**src/hdl/prbs_pkg.sv**
```systemverilog
// Package for the planar rigid body step block: state type, fixed-point constants,
// rounding/saturation helpers and the Horner coefficient tables.
// No dependencies.
package prbs_pkg;

    localparam int MUL_W = 33;
    localparam int MOD_W = 49;

    localparam logic [30:0] ONE_Q30       = 31'd1073741824;
    localparam longint      HALF_PI_Q30   = 64'sd1686629713;
    localparam longint      TWO_PI_Q16    = 64'sd411775;
    localparam longint      PI_LOW_Q16    = 64'sd205888;
    localparam longint      MOD_BIAS      =
        TWO_PI_Q16 * (((64'sd1 <<< 47) + TWO_PI_Q16 - 64'sd1) / TWO_PI_Q16);
    // floor(2^48 / TWO_PI_Q16), quotient estimate for the heading reduction
    localparam longint      MOD_RECIP     = (64'sd1 <<< 48) / TWO_PI_Q16;
    localparam logic [16:0] UNIT_Q16      = 17'd65536;

    localparam logic [1:0]  LANE_SPIN     = 2'd3;
    localparam logic [3:0]  HK_SIN_LAST   = 4'd3;
    localparam logic [3:0]  HK_COS_LAST   = 4'd8;

    typedef enum logic [2:0] {
        CFG_INV_MASS    = 3'd0,
        CFG_INV_INERTIA = 3'd1,
        CFG_INF_MASS    = 3'd2,
        CFG_CENTER_X    = 3'd3,
        CFG_CENTER_Y    = 3'd4
    } t_cfg_idx;

    typedef enum logic [4:0] {
        S_IDLE, S_AMUL, S_ASAT, S_VMUL, S_VUPD, S_PMUL, S_PUPD,
        S_MOD, S_MODQ, S_MODR, S_ANG, S_QUAD, S_SQR, S_X2, S_HMUL, S_HDIV, S_HFIX,
        S_SMUL, S_SFIN, S_CFIN, S_T1, S_T2, S_T3, S_T4, S_T5, S_T6, S_DONE
    } t_state;

    function automatic logic signed [65:0] f_rnd16(input logic signed [65:0] v);
        f_rnd16 = (v + 66'sd32768) >>> 16;
    endfunction

    function automatic logic signed [31:0] f_sat32(input logic signed [65:0] v);
        if (v > 66'sd2147483647) begin
            f_sat32 = 32'sh7fffffff;
        end else if (v < -66'sd2147483648) begin
            f_sat32 = 32'sh80000000;
        end else begin
            f_sat32 = v[31:0];
        end
    endfunction

    // Horner divisors: sine terms first, then cosine terms
    function automatic logic [6:0] f_hk(input logic [3:0] i);
        case (i)
            4'd0:    f_hk = 7'd72;
            4'd1:    f_hk = 7'd42;
            4'd2:    f_hk = 7'd20;
            4'd3:    f_hk = 7'd6;
            4'd4:    f_hk = 7'd90;
            4'd5:    f_hk = 7'd56;
            4'd6:    f_hk = 7'd30;
            4'd7:    f_hk = 7'd12;
            4'd8:    f_hk = 7'd2;
            default: f_hk = 7'd2;
        endcase
    endfunction

    // floor(2^32 / divisor)
    function automatic logic [31:0] f_hr(input logic [3:0] i);
        case (i)
            4'd0:    f_hr = 32'((64'd1 << 32) / 64'd72);
            4'd1:    f_hr = 32'((64'd1 << 32) / 64'd42);
            4'd2:    f_hr = 32'((64'd1 << 32) / 64'd20);
            4'd3:    f_hr = 32'((64'd1 << 32) / 64'd6);
            4'd4:    f_hr = 32'((64'd1 << 32) / 64'd90);
            4'd5:    f_hr = 32'((64'd1 << 32) / 64'd56);
            4'd6:    f_hr = 32'((64'd1 << 32) / 64'd30);
            4'd7:    f_hr = 32'((64'd1 << 32) / 64'd12);
            4'd8:    f_hr = 32'((64'd1 << 32) / 64'd2);
            default: f_hr = 32'((64'd1 << 32) / 64'd2);
        endcase
    endfunction

endpackage

```
**src/hdl/prbs_mul.sv**
```systemverilog
// Shared signed multiplier with registered product.
// Depends on prbs_pkg.
module prbs_mul import prbs_pkg::*; #(
    parameter int P_W = MUL_W
) (
    input  logic                    i_clk,
    input  logic                    i_en,
    input  logic signed [P_W-1:0]   i_a,
    input  logic signed [P_W-1:0]   i_b,
    output logic signed [2*P_W-1:0] o_p
);

    logic signed [2*P_W-1:0] r_prod;

    always_ff @(posedge i_clk) begin
        if (i_en) begin
            r_prod <= i_a * i_b;
        end
    end

    assign o_p = r_prod;

endmodule

```
**config.mk**
```make
export PLATFORM = sky130hd
export DESIGN_NAME = prbs_mul
export DESIGN_NICKNAME = d
export VERILOG_FILES = /design/src/hdl/prbs_pkg.sv /design/src/hdl/prbs_mul.sv
export SDC_FILE = /design/constraint.sdc
export NUM_CORES = 2
export LEC_CHECK = 0
export BUFFER_PORTS_ARGS = -buffer_cell sky130_fd_sc_hd__clkbuf_2
export CORE_MARGIN = 5
export CORE_UTILIZATION = 55
export DETAILED_ROUTE_END_ITERATION = 16
export GPL_TIMING_DRIVEN = 0
export PLACE_DENSITY = 0.71
export SLEW_MARGIN = 20
export SYNTH_ARGS = -nofsm -noshare
export SYNTH_HDL_FRONTEND = slang
export SYNTH_SLANG_ARGS = --single-unit
```
**constraint.sdc**
```tcl
create_clock -name i_clk -period 12.05 [get_ports i_clk]
set_input_delay 0.6025 -clock i_clk [delete_from_list [all_inputs] [get_ports i_clk]]
set_output_delay 0.6025 -clock i_clk [all_outputs]
set_load 0.05 [all_outputs]
```
==> Yosys cells after proc, flatten, opt, wreduce, memory -nomap -nowiden <==
Cells that the tools add are included.
{ "word_totals": {"ff_bits": 66, "input_bits": 68, "output_inout_bits": 66, "wordCells": 2} }
{ "op_classes": {"multipliers": 1} }
{ "op_table": {"columns": ["op", "n"], "rows": [
  ["$mul 33x33->66", 1]
]} }

==> Logic depth before layout (Yosys ltp) <==
{ "logic_depth": {"ltp_word": 1, "mapped_depth": 27, "ltp_nobuf": 26} }

==> Least setup slack after synthesis <==
OpenSTA, ideal clock, no wires.
{ "synth_timing": {"kind": "input to register", "start": "in i_a[32]", "end": "reg r_prod[62] (netlist: o_p[62]), data pin", "setup_ns": 0.269, "arrival_ns": 7.699, "required_time_ns": 11.781, "setup_slack_ns": 4.082, "cell_stages": 23, "path_buffers": 2, "path_cell_list": "clkbuf_1 nand2_1 inv_1 fa_1 fa_1 fa_1 fa_1 fa_1 fa_1 fa_1 inv_1 fa_1 inv_1 ha_1 clkbuf_1 and3_1 nand3_1 nand2b_1 a2111oi_4 a211oi_4 a21o_2 a211oi_2 a211oi_2"} }
{ "synth_between": {"elab_chain_len": 1} }
{ "synth_lines": {"columns": ["item", "line_no", "text"], "rows": [
  ["start: declaration", "prbs_mul.sv:8", "input logic signed [P_W-1:0] i_a,"],
  ["$mul 33x33->66", "prbs_mul.sv:17", "r_prod <= i_a * i_b;"],
  ["end signal: assignment", "prbs_mul.sv:17", null],
  ["end: declaration", "prbs_mul.sv:13", "logic signed [2*P_W-1:0] r_prod;"]
]} }
Every way passes these cells.
A chain may end at the register's enable or synchronous reset.

==> Worst setup path in the final report <==
{ "layout_timing": {"start": "in i_a[32]", "end": "reg r_prod[64] (netlist: o_p[64]), data pin"} }
Same word-level chain as after synthesis.

==> reports/metrics.yaml <==
outcome:
  outcome: "complete, no violations"
synth:
  syn_area_mm2: 0.0414
  ys_types: 80
  yosysTopAreaCell: "fa_1"
  yosysMostFrequentCell: "fa_1"
  ys_seq_elements: 66
  avgSynthCellArea_um2: 9.54
  synth_commonest_cells: "1145 x fa_1, 1131 x inv_1, 562 x and2_1"
  yosys.area.top_type_share_pct: 55.4
  synth_ff_type: "edfxtp_1"
  synthesis.nets: 5768
  synth_area_leaders: "fa_1 55%, inv_1 10%, and2_1 8.5%"
  async_flop_share_pct: 0
  yosysSeqAreaShare_pct: 4.79
  synth-edff-count: 66
  syn_inst: 4338
  ys_warn_count: 0
floorplan:
  dieArea_mm2: 0.0808
  die_w_um: 284
  num_rows: 100
  io_pins: 134
  start_util_pct: 55.5
  core_mm2: 0.0746
  die_y_um: 284
drt:
  wl_per_cell_um: 27.7
  final_antenna_net_count: 0
  vias: 31300
  routed_wl_um: 152000
  drc_errors: 0
  drt_iter0_markers: 2377
  viasPerCell: 5.72
  maxUsedRoutingLayer: "met4"
  first_pass_iters: 5
  wl_met3_um: 15200
  wl_met2_um: 69200
  met1_length_um: 52300
final_layout:
  finish.net_count: 5913
  drive_gt1_share_pct: 4.61
  largest_reg_flops: 66
  stdcell_area_mm2: 0.0436
  multiInputGateArea_mm2: 0.0343
  fill_cells: 6737
  syn_to_final_growth_pct: 5.42
  ff_latch_area_mm2: 0.00198
worst_setup_path:
  crit_top_cell: "fa_1"
  cp.arrival_ns: 9.65
  cp.required_ns: 12.21
  path_buf_inv: 8
  crit_family: "adder cells"
  slowest_stage: "fa_2"
  crit_chain: "clkbuf_2 -> clkbuf_1 -> nand2_1 -> inv_1 -> fa_1 -> fa_1 -> inv_1 -> fa_1 -> inv_1 -> fa_2 -> fa_1 -> fa_1 -> fa_1 -> inv_1 -> fa_1 -> inv_1 -> ha_1 -> clkbuf_1 -> nand4_1 -> nor3_1 -> o311ai_4 -> nand3_2 -> a211oi_1 -> a311oi_1"
  crit_fanout: 17
  critPathKind: "in -> reg"
  end_kind: "register"
  worst_setup_path_start_kind: "input port"
  cpPeakStageDelay_ns: 0.95
clock_network:
  cts-htree-levels: 3
  clock_tree.root_cell: "clkbuf_16"
  cts.path.max_buffers: 2
  ctsHoldBuffers: 0
  post_cts_resized: 0
  clock_sinks: 66
  cts_tree: "built"
  clk_pin_slew_ns: 0.07
  post_cts_buffers: 0
  cts-buffers-inserted: 9
grt:
  grt_pass1_wl_um: 222000
  grt_usage_pct: 38.3
  antenna_found_initial: 23
  grt_pass1_vias: 33800
  grt-ovfl-total: 0
  grt_max_degree: 52
sta:
  drv_slew: 0
  setup_viol_count_final: 0
  period_minus_slack_ns: 9.49
  timing.final.crit_share_pct: 78.7
  max_slew_margin_pct: 12.9
  hold_viol_final: 0
  worst_pin_slew_ns: 1.31
  fin_tns_setup_ns: 0
  max_freq_ghz: 0.105
  rsz0062_at_grt: "no"
place:
  hpwl_um: 128000
  gp_congestion: 1.08
  dpl-instance-area_mm2: 0.0433
  port_buffers: 133
min_path:
  hold_class: "in -> reg"
job:
  drv_cap: 0
-- cell type report --
type	instances	area share, %
Inverter	1131	9.73
Clock buffer	9	0.516
Clock inverter	7	0.161
Tap cell	969	2.78
Antenna cell	11	0.0631
Timing Repair Buffer	134	1.59
Sequential cell	66	4.54
Multi-Input combinational cell	2920	78.7
Buffer	221	1.97
-- cell families (layout without fill, tap and decap cells) --
family | count (synthesis) | count (layout) | share of synthesized area [%]
simple gates | 1271 | 1271 | 15.5
compound gates | 219 | 219 | 4.00
flops | 66 | 66 | 4.79
other cells | 0 | 11 | 0
xor+xnor | 68 | 68 | 1.44
buf+inv | 1352 | 1502 | 12.3
fa+ha+maj | 1362 | 1362 | 61.9
-- layer usage --
metal,global-route usage [%],up-vias
met3,10.1,577
met4,28.1,0
met1,45.7,16200
li1,-,12700
met5,0,-
met2,60.2,1774
-- cell usage in the layout, fill, tap and decap left out, types with 12 or more instances in the layout --
cell,count
xnor2_1,43
nand3_1,25
a21o_1,36
inv_1,1131
fa_1,1143
xor2_1,25
nand2b_1,12
a21oi_1,57
and2_1,562
o21ai_0,25
nor2_1,68
clkbuf_1,202
nand2_1,551
edfxtp_1,66
clkbuf_2,138
ha_1,217
-- final timing paths --
check,start,endpoint,slack [ns],cells after the start
setup / recovery,i_a[32],o_p[64],2.56,24
hold / removal,i_en,o_p[57],0.67,1
-- per-stage QoR --
| step | std cells | util [%] | worst slack, ns | hold WS [ns] |
|---|---|---|---|---|
| after floorplan | 4338 | - | 4.08 | 0.715 |
| after global placement | 5440 | 58.0 | 1.91 | 1.08 |
| after detailed placement | 5441 | 58.1 | 2.28 | 1.07 |
| after CTS | 5457 | 58.5 | 2.64 | 0.642 |
| after global routing | 5461 | 58.5 | 2.21 | 0.649 |
| final | 5468 | 58.5 | 2.56 | 0.671 |
Power is left out: the tool's default activity adds up to more than one toggle a clock period on the data nets, which glitch-free logic cannot reach.
